<file path="src/hw/rtl/rbps_pkg.sv">
// Shared types, codes and the color packing function of the rectangle blitter.
`timescale 1ns / 1ps

package rbps_pkg;

    typedef logic [1:0] mode_t;

    localparam mode_t MODE_FILL    = 2'd0;
    localparam mode_t MODE_OUTLINE = 2'd1;
    localparam mode_t MODE_READ    = 2'd2;

    typedef logic cfg_index_t;

    localparam cfg_index_t CFG_ACTIVE_WIDTH  = 1'b0;
    localparam cfg_index_t CFG_ACTIVE_HEIGHT = 1'b1;

    // Width of a row base address: row (at most 189) times active width (at most 255).
    localparam int BASE_W = 16;

    typedef enum logic [2:0] {
        ST_IDLE,
        ST_SETUP,
        ST_DRAW,
        ST_READ,
        ST_RDATA
    } state_t;

    typedef struct packed {
        logic we;
        logic re;
    } mem_ctl_t;

    // Byte-swapped BGR565 word.
    function automatic logic [15:0] pack_rgb565(
        input logic [7:0] red,
        input logic [7:0] green,
        input logic [7:0] blue
    );
        return {green[4:2], red[7:3], blue[7:3], green[7:5]};
    endfunction

endpackage

</file>
<file path="src/hw/rtl/rbps_seq.sv">
// Command sequencer: walks the rectangle one pixel a cycle through a shared address adder.
`timescale 1ns / 1ps

module rbps_seq
    import rbps_pkg::*;
#(
    parameter int ADDR_W = 13
) (
    input  logic              clk,
    input  logic              rst_n,
    input  logic              start,
    output logic              busy,
    input  mode_t             mode,
    input  logic [7:0]        red,
    input  logic [7:0]        green,
    input  logic [7:0]        blue,
    input  logic [6:0]        pos_x,
    input  logic [5:0]        pos_y,
    input  logic [7:0]        rect_width,
    input  logic [6:0]        rect_height,
    input  logic [6:0]        border_width,
    input  logic [7:0]        active_w,
    input  logic [6:0]        active_h,
    output mem_ctl_t          mem_ctl,
    output logic [ADDR_W-1:0] mem_addr,
    output logic [15:0]       mem_wdata,
    input  logic [15:0]       mem_rdata,
    output logic              done,
    output logic [15:0]       pixel_color,
    output logic              any_clipped
);

    localparam int CALC_W = (ADDR_W > BASE_W + 1) ? ADDR_W : BASE_W + 1;

    state_t              state_reg,  state_next;
    mode_t               mode_reg,   mode_next;
    logic [15:0]         colour_reg, colour_next;
    logic [6:0]          px_reg,     px_next;
    logic [5:0]          py_reg,     py_next;
    logic [7:0]          rw_reg,     rw_next;
    logic [6:0]          rh_reg,     rh_next;
    logic [6:0]          bw_reg,     bw_next;
    logic [6:0]          r_reg,      r_next;
    logic [7:0]          c_reg,      c_next;
    logic [BASE_W-1:0]   base_reg,   base_next;
    logic                clip_reg,   clip_next;
    logic                done_reg,   done_next;
    logic [15:0]         pixel_color_reg, pixel_color_next;
    logic                any_clipped_reg, any_clipped_next;

    logic [7:0]          row;
    logic [8:0]          col;
    logic [13:0]         prod;
    logic [CALC_W-1:0]   addr_sum;
    logic                in_area;
    logic                on_border;
    logic                last_col;
    logic                last_row;

    // Shared datapath: pixel position, bounds test and store address.
    assign row      = {2'b0, py_reg} + {1'b0, r_reg};
    assign col      = {2'b0, px_reg} + {1'b0, c_reg};
    assign in_area  = (col < {1'b0, active_w}) && (row < {1'b0, active_h});
    assign prod     = 14'(py_reg) * 14'(active_w);
    assign addr_sum = CALC_W'(base_reg) + CALC_W'(col);
    assign mem_addr = addr_sum[ADDR_W-1:0];
    assign mem_wdata = colour_reg;

    assign on_border = (mode_reg == MODE_FILL)
                    || ({1'b0, r_reg} < {1'b0, bw_reg})
                    || (({1'b0, r_reg} + {1'b0, bw_reg}) >= {1'b0, rh_reg})
                    || (c_reg < {1'b0, bw_reg})
                    || (({1'b0, c_reg} + {2'b0, bw_reg}) >= {1'b0, rw_reg});

    assign last_col = (c_reg + 8'd1) == rw_reg;
    assign last_row = (r_reg + 7'd1) == rh_reg;

    always_ff @(posedge clk or negedge rst_n)
    begin
        if (!rst_n)
        begin
            state_reg <= ST_IDLE;
            done_reg  <= 1'b0;
        end
        else
        begin
            state_reg <= state_next;
            done_reg  <= done_next;
        end
    end

    always_ff @(posedge clk)
    begin
        mode_reg        <= mode_next;
        colour_reg      <= colour_next;
        px_reg          <= px_next;
        py_reg          <= py_next;
        rw_reg          <= rw_next;
        rh_reg          <= rh_next;
        bw_reg          <= bw_next;
        r_reg           <= r_next;
        c_reg           <= c_next;
        base_reg        <= base_next;
        clip_reg        <= clip_next;
        pixel_color_reg <= pixel_color_next;
        any_clipped_reg <= any_clipped_next;
    end

    always_comb
    begin
        state_next       = state_reg;
        mode_next        = mode_reg;
        colour_next      = colour_reg;
        px_next          = px_reg;
        py_next          = py_reg;
        rw_next          = rw_reg;
        rh_next          = rh_reg;
        bw_next          = bw_reg;
        r_next           = r_reg;
        c_next           = c_reg;
        base_next        = base_reg;
        clip_next        = clip_reg;
        done_next        = 1'b0;
        pixel_color_next = pixel_color_reg;
        any_clipped_next = any_clipped_reg;
        mem_ctl.we       = 1'b0;
        mem_ctl.re       = 1'b0;
        busy             = 1'b1;

        case (state_reg)
            ST_IDLE:
            begin
                busy = 1'b0;
                if (start)
                begin
                    mode_next   = mode;
                    colour_next = pack_rgb565(red, green, blue);
                    px_next     = pos_x;
                    py_next     = pos_y;
                    rw_next     = rect_width;
                    rh_next     = rect_height;
                    bw_next     = border_width;
                    r_next      = 7'd0;
                    c_next      = 8'd0;
                    clip_next   = 1'b0;
                    state_next  = ST_SETUP;
                end
            end

            ST_SETUP:
            begin
                base_next = BASE_W'(prod);
                case (mode_reg)
                    MODE_FILL, MODE_OUTLINE:
                    begin
                        if (rw_reg == 8'd0 || rh_reg == 7'd0)
                        begin
                            done_next        = 1'b1;
                            pixel_color_next = 16'd0;
                            any_clipped_next = 1'b0;
                            state_next       = ST_IDLE;
                        end
                        else
                        begin
                            state_next = ST_DRAW;
                        end
                    end
                    MODE_READ:
                    begin
                        state_next = ST_READ;
                    end
                    default:
                    begin
                        done_next        = 1'b1;
                        pixel_color_next = 16'd0;
                        any_clipped_next = 1'b0;
                        state_next       = ST_IDLE;
                    end
                endcase
            end

            ST_DRAW:
            begin
                mem_ctl.we = on_border && in_area;
                clip_next  = clip_reg || (on_border && !in_area);
                if (last_col)
                begin
                    c_next = 8'd0;
                    if (last_row)
                    begin
                        done_next        = 1'b1;
                        pixel_color_next = 16'd0;
                        any_clipped_next = clip_reg || (on_border && !in_area);
                        state_next       = ST_IDLE;
                    end
                    else
                    begin
                        r_next    = r_reg + 7'd1;
                        base_next = base_reg + BASE_W'(active_w);
                    end
                end
                else
                begin
                    c_next = c_reg + 8'd1;
                end
            end

            ST_READ:
            begin
                if (in_area)
                begin
                    mem_ctl.re = 1'b1;
                    state_next = ST_RDATA;
                end
                else
                begin
                    done_next        = 1'b1;
                    pixel_color_next = 16'd0;
                    any_clipped_next = 1'b1;
                    state_next       = ST_IDLE;
                end
            end

            ST_RDATA:
            begin
                done_next        = 1'b1;
                pixel_color_next = mem_rdata;
                any_clipped_next = 1'b0;
                state_next       = ST_IDLE;
            end

            default:
            begin
                state_next = ST_IDLE;
            end
        endcase
    end

    assign done        = done_reg;
    assign pixel_color = pixel_color_reg;
    assign any_clipped = any_clipped_reg;

endmodule
</file>
<file path="config.mk">
export PLATFORM = sky130hd
export DESIGN_NAME = rbps_seq
export DESIGN_NICKNAME = d
export VERILOG_FILES = /design/src/hw/rtl/rbps_pkg.sv /design/src/hw/rtl/rbps_seq.sv
export SDC_FILE = /design/constraint.sdc
export NUM_CORES = 1
export LEC_CHECK = 0
export ABC_AREA = 1
export BUFFER_PORTS_ARGS = -buffer_cell sky130_fd_sc_hd__buf_2
export CAP_MARGIN = 10
export CORE_MARGIN = 3
export CORE_UTILIZATION = 50
export DETAILED_ROUTE_END_ITERATION = 6
export PLACE_DENSITY_LB_ADDON = 0.08
export RECOVER_POWER = 25
export SETUP_SLACK_MARGIN = 0.1
export SYNTH_ARGS = -nofsm -noshare
export SYNTH_HDL_FRONTEND = slang
export SYNTH_SLANG_ARGS = --single-unit
</file>
<file path="constraint.sdc">
create_clock -name clk -period 8.3 [get_ports clk]
set_clock_uncertainty 0.1 [all_clocks]
set_input_delay 2.075 -clock clk [delete_from_list [all_inputs] [get_ports clk]]
set_output_delay 2.075 -clock clk [all_outputs]
set_load 0.05 [all_outputs]
</file>
==> metrics, run 1 <==
Reg power frac=26.6%; top-area cell type share of the netlist area=34.8%; Final Slew Violations=0; syn nets=1240; Worst-path clk slew=70 ps; Critical Path Sink Type=output pin; First-pass DRT Iterations=7; post-synthesis sequential area ratio=35.9%; total global routing overflow=0; IO Port Bufs=136; PD cells=252 nW/um^2; Final Wtd Congestion=0.926; minimum clock period=6020 ps; Final Hold Vio Count=0; Post-Route WL=18.8 mm; io pins=145; worst skew pair latency=360 ps; Fill cells=1553; number of synthesized flops with an enable pin=99; Power Total=2.47 mW; clk buf depth=2; CTS tree=done; clk sinks=103; wire length per cell=13.8 um; cell-internal power=1.29 mW; static leakage=5.04 nW; Via density=4.96; Synth cell types=44; Max-Cap Viols=0; RSZ-0062 raised after global routing=no; first-pass GRT wire length=30.9 mm; Post-CTS Setup Bufs=0; type of the worst min-delay path=reg -> reg; Critical Path Source Type=register; CTS Hold Bufs=0; via count=6780; htree depth=3; Setup CP Type=reg -> out; Initial Utilization=51.4%; switch share=47.9%; Die W=137 um; met2 usage=36.7%; largest net degree at the start of global routing=43; Worst Path Max Fanout=7; gr busiest metal=met2; Mapped Cells=1006; synthesized flop and latch total=103; post-CTS resize count=0; Slew @ Worst Pin=973 ps; number of antenna violations at the first check in global routing=0; row cnt=47; Top FF cell, synth=edfxtp_1; Final setup viols=0; Setup TNS=0 ps; failing checks=DRC; DR iter-0 viols=325; Crit path arrival time=3840 ps; mean area per synthesized cell=8.50 sq um; CORE AREA=16600 sq um; TritonCTS buffer count=9; share of layout cells above drive strength 1=14.5%; clock root buffer=clkbuf_16; Final #Nets=1376; Area Growth Syn to Fin=14.3%; Antenna diodes=0; Peak VDD IR=0.000550 V; combinational power share=55.3%; status=finished, violations left; leading area contributor after synthesis=edfxtp_1; vias in the first global route=6537; Max Clk Rate=166 MHz; Ys Warns=0; clock power share=18.1%; HPWL Detailed=14.9 mm; top area cells in the synthesized netlist=edfxtp_1 (35%), ha_1 (16%), nand2_1 (10%); grt met1 use=26.9%; Mapped Area=8550 sq um; synth cell count leaders=nand2_1 (227), inv_1 (194), ha_1 (109); post-route clock period utilization=72.5%; Die Area=18700 sq um; total track usage=20.9%; met3 Use GR=2.90%; CP required=6120 ps; count leader, synth=nand2_1; # DRC=1; Die H=137 um; Rel. slew slack=35.0%; Switch Pwr=1.18 mW; post-synthesis async set-or-reset flop share=3.88%; final antenna-violating net count=0
==> final cells by class <==
type / instances / area [sq um] / area share (%)
clock buffer: 10 / 229 / 2.34
tap: 220 / 275 / 2.82
multi-input combinational: 694 / 4690 / 48.0
clock inverter: 6 / 77.6 / 0.794
timing repair buffer: 138 / 694 / 7.10
sequential: 103 / 3070 / 31.4
inverter: 196 / 736 / 7.53
==> logic make-up (layout without fill, tap and decap cells) <==
logic type      Yosys count  in the layout  share of synthesized area, %
simple gates            381            381                          18.3
buf+inv                 209            350                          9.29
fa+ha+maj               139            139                          23.0
compound gates          120            120                          7.80
flops                   103            103                          35.9
xor+xnor                 54             54                          5.69
==> layer usage <==
metal  vias to the layer above  wire length, um
met5                         -                0
met4                         0              299
met3                        20              619
met2                       105             9550
met1                      3138             8360
li1                       3517                -
==> cells in the final DEF (no fill, tap or decap), drive strengths merged <==
master    count
a21o          5
o2111ai       2
ha          109
nor3          1
fa           30
a22oi         1
nand3        40
xnor2        13
o21ai        39
and2          1
or2           4
o21a          1
clkinv        1
a211oi        2
xor2         40
inv         199
o22ai         1
nor2         89
nand4         9
a31oi         7
nand2       230
edfxtp       99
o21bai        2
xnor3         1
a21boi        1
nand3b        3
a21oi        55
clkinvlp      1
dfrtp         4
nor4          3
o211ai        3
and3          1
bufinv        1
buf         137
clkbuf       11
a221oi        1
==> path summary, 6_finish.rpt <==
path                                              from                           end  slack, ps  cells after the start
worst max-delay path            c_reg[2]$_SDFFCE_PP0P_                  mem_addr[12]       2280                     18
worst min-delay path            clip_reg$_SDFFCE_PN0P_        clip_reg$_SDFFCE_PN0P_        460                      2
worst max register to register  c_reg[0]$_SDFFCE_PP0P_  pixel_color[2]$_SDFFCE_PN0P_       4060                     14
worst min register to register  clip_reg$_SDFFCE_PN0P_        clip_reg$_SDFFCE_PN0P_        460                      2
max in group asynchronous                        rst_n      state_reg[2]$_DFFE_PN0P_       6490                      1
min in group asynchronous                        rst_n      state_reg[0]$_DFFE_PN0P_       1430                      1
==> through the flow <==
step           instances  setup slack, ps  utilization, %  hold slack, ps  cell area (sq um)
6_report            1367             2280            58.7             462               9780
4_1_cts             1367             2270            58.7             460               9780
3_3_place_gp        1351             2360            56.9             436               9470
2_1_floorplan       1006             2460               -             414               8550
5_1_grt             1367             2000            58.7             512               9780
3_5_place_dp        1351             2340            56.9             438               9470
==> critical path, cell delays in order, from the launching register on <==
cell	delay (ps)
edfxtp_1	540
ha_1	400
a21oi_1	160
nand2_1	90
nand2_1	60
nand2_1	50
a21oi_1	180
nor2_1	50
o21ai_0	160
nand2_1	90
xor2_1	360
ha_1	360
nand2_1	100
nor2_1	50
nand3_1	80
o2111ai_1	180
nand3_1	130
xor2_1	140
buf_2	270
==> power groups by stage <==
| stage | clock (mW) | combinational (mW) | sequential, mW |
|---|---|---|---|
| CTS | 0.463 | 1.37 | 0.657 |
| global route | 0.481 | 1.53 | 0.663 |
| global placement | 0 | 1.35 | 0.669 |
| detailed placement | 0 | 1.37 | 0.669 |
| finish | 0.446 | 1.36 | 0.657 |
| floorplan | 0 | 1.08 | 0.642 |
No activity file was read; power rests on OpenSTA's default activity.
==> inputs of run 2 (changes only) <==
Clock period 8.3 ns to 5.96 ns, I/O delays scaled along.
==> metrics, run 2 (synthesis results as in run 1) <==
status=finished clean (was finished, violations left); CTS tree=done (unchanged); Worst path top cell family by delay=compound AO/OA/AOI/OAI gates (was adder cells); Final Wtd Congestion=0.928 (was 0.926); total global routing overflow=0 (unchanged); TritonCTS buffer count=9 (unchanged); r2r startpoint=c_reg[0]$_SDFFCE_PP0P_ (unchanged); Post-CTS Setup Bufs=0 (unchanged); clock root buffer=clkbuf_16 (unchanged); htree depth=3 (unchanged); max incr delay on CP=550 ps (was 540 ps); largest net degree at the start of global routing=54 (was 43); area occupied by registers=3070 sq um (unchanged); IO Port Bufs=136 (unchanged); most used cell, CP=nand2_1 (unchanged); Worst-path clk slew=80 ps (was 70 ps); total track usage=20.9% (about the same); commonest non-fill, non-tap cell in the layout=nand2_1 (unchanged); Die H=137 um (unchanged); CTS Hold Bufs=0 (unchanged); Setup CP Type=reg -> out (unchanged); HPWL Detailed=14.9 mm (about the same); most frequent cells in the layout=nand2_1 (227), inv_1 (194), buf_2 (135) (unchanged); RSZ-0062 raised after global routing=no (unchanged); post-route clock period utilization=92.2%; critical path depth=16 (was 18); Via density=4.91 (was 4.96); Worst R2R End=pixel_color[0]$_SDFFCE_PN0P_ (was pixel_color[2]$_SDFFCE_PN0P_); Worst Path Max Fanout=7 (unchanged); Initial Utilization=51.4% (unchanged); Setup TNS=0 ps (unchanged); final antenna-violating net count=0 (unchanged); Post-Route WL=18.6 mm (was 18.8 mm); capture point of the critical path=mem_addr[12] (unchanged); FF-to-FF path depth=14 (unchanged); CORE AREA=16600 sq um (unchanged); CP required=4370 ps (was 6120 ps); critical path, cell by cell=ha_1, a21oi_1, nand2_1, nand2_1, nand2_1, a21oi_1, nor2_1, o21ai_0, nand2_1, xor2_1, ha_1, a21oi_1, o2111ai_1, nand3_1, xor2_1, buf_2 (was ha_1, a21oi_1, nand2_1, nand2_1, nand2_1, a21oi_1, nor2_1, o21ai_0, nand2_1, xor2_1, ha_1, nand2_1, nor2_1, nand3_1, o2111ai_1, nand3_1, xor2_1, buf_2); Die Area=18700 sq um (unchanged); clk buf depth=2 (unchanged); static leakage=5.04 nW (about the same); wire length per cell=13.6 um (was 13.8 um); vias in the first global route=6501 (was 6537); worst skew pair latency=360 ps (about the same); WHS Path Cells=2 (unchanged); clk sinks=103 (unchanged); row cnt=47 (unchanged); Antenna diodes=0 (unchanged); Final setup viols=0 (unchanged); reg-to-reg slack, setup=1680 ps (was 4060 ps); Die W=137 um (unchanged); fin util=58.6% (was 58.7%); via count=6717 (was 6780); Final Hold Vio Count=0 (unchanged); Fill cells=1605 (was 1553); Worst setup startpoint=c_reg[2]$_SDFFCE_PP0P_ (unchanged); Final #Nets=1376 (unchanged); number of antenna violations at the first check in global routing=0 (unchanged); first-pass GRT wire length=31.0 mm (was 30.9 mm); Critical Path Sink Type=output pin (unchanged); Peak VDD IR=0.000795 V (was 0.000550 V); Crit path arrival time=3900 ps (was 3840 ps); First-pass DRT Iterations=5 (was 7); slowest cell on the critical path=edfxtp_1 (unchanged); minimum clock period=5490 ps; Critical Path Source Type=register (unchanged); share of layout cells above drive strength 1=14.5% (unchanged); WP buf/inv=1 (unchanged); PD cells=349 nW/um^2 (was 252 nW/um^2); Rel. slew slack=37.6% (was 35.0%); Max-Cap Viols=0 (unchanged); # DRC=0 (was 1); Slew @ Worst Pin=934 ps (was 973 ps); Final Slew Violations=0 (unchanged); DR iter-0 viols=295 (was 325); multi-input logic area=4690 sq um (unchanged); type of the worst min-delay path=reg -> reg (unchanged); Area Growth Syn to Fin=14.1% (was 14.3%); post-CTS resize count=0 (unchanged); Max Clk Rate=182 MHz; io pins=145 (unchanged)
==> run 2: how the worst min path moves through the flow <==
stage | from | to
floorplan | clip_reg$_SDFFCE_PN0P_ | clip_reg$_SDFFCE_PN0P_
global placement | clip_reg$_SDFFCE_PN0P_ | clip_reg$_SDFFCE_PN0P_
detailed placement | clip_reg$_SDFFCE_PN0P_ | clip_reg$_SDFFCE_PN0P_
CTS | clip_reg$_SDFFCE_PN0P_ | clip_reg$_SDFFCE_PN0P_
global route | clip_reg$_SDFFCE_PN0P_ | clip_reg$_SDFFCE_PN0P_
finish | clip_reg$_SDFFCE_PN0P_ | clip_reg$_SDFFCE_PN0P_
==> run 2: worst register-to-register path, cell delays in order, from the launching register on <==
cell	delay [ps]
edfxtp_1	510
ha_1	290
inv_1	70
fa_1	390
o21ai_0	400
nand3_1	120
nand2_1	100
xor2_1	280
ha_1	310
a21oi_1	150
nand2_1	80
nand2_1	60
nand4_1	200
nand2_1	150
nand3b_1	600
==> run 2: metrics by stage <==
step / cell area, sq um / power, mW / hold slack (ps) / worst slack [ps] / instances
after floorplan: 8550 / 2.40 / 414 / 1010 / 1006
after detailed placement: 9470 / 2.83 / 443 / 740 / 1351
after global placement: 9470 / 2.81 / 433 / 801 / 1351
after CTS: 9760 / 3.43 / 464 / 518 / 1367
final: 9760 / 3.41 / 459 / 466 / 1367
after global routing: 9760 / 3.69 / 475 / 120 / 1367
==> run 2: power by group <==
part,internal (mW),total (mW),switching [mW]
registers,0.838,0.916,0.0781
logic,0.616,1.90,1.29
clock network,0.293,0.590,0.297
total,1.75,3.41,1.66
==> run 2: area by class of cell <==
type	count	share of cell area, %
tap	220	2.82
sequential	103	31.5
multi-input combinational	694	48.1
timing repair buffer	138	7.11
inverter	196	7.54
clock buffer	9	2.31
clock inverter	7	0.679
==> run 2: routing by layer <==
metal / GRT usage (%) / part of all wire [%]
met2: 35.8 / 50
met1: 27.5 / 44
met4: 7.37 / 2.2
met5: 0 / 0
met3: 2.28 / 3.4
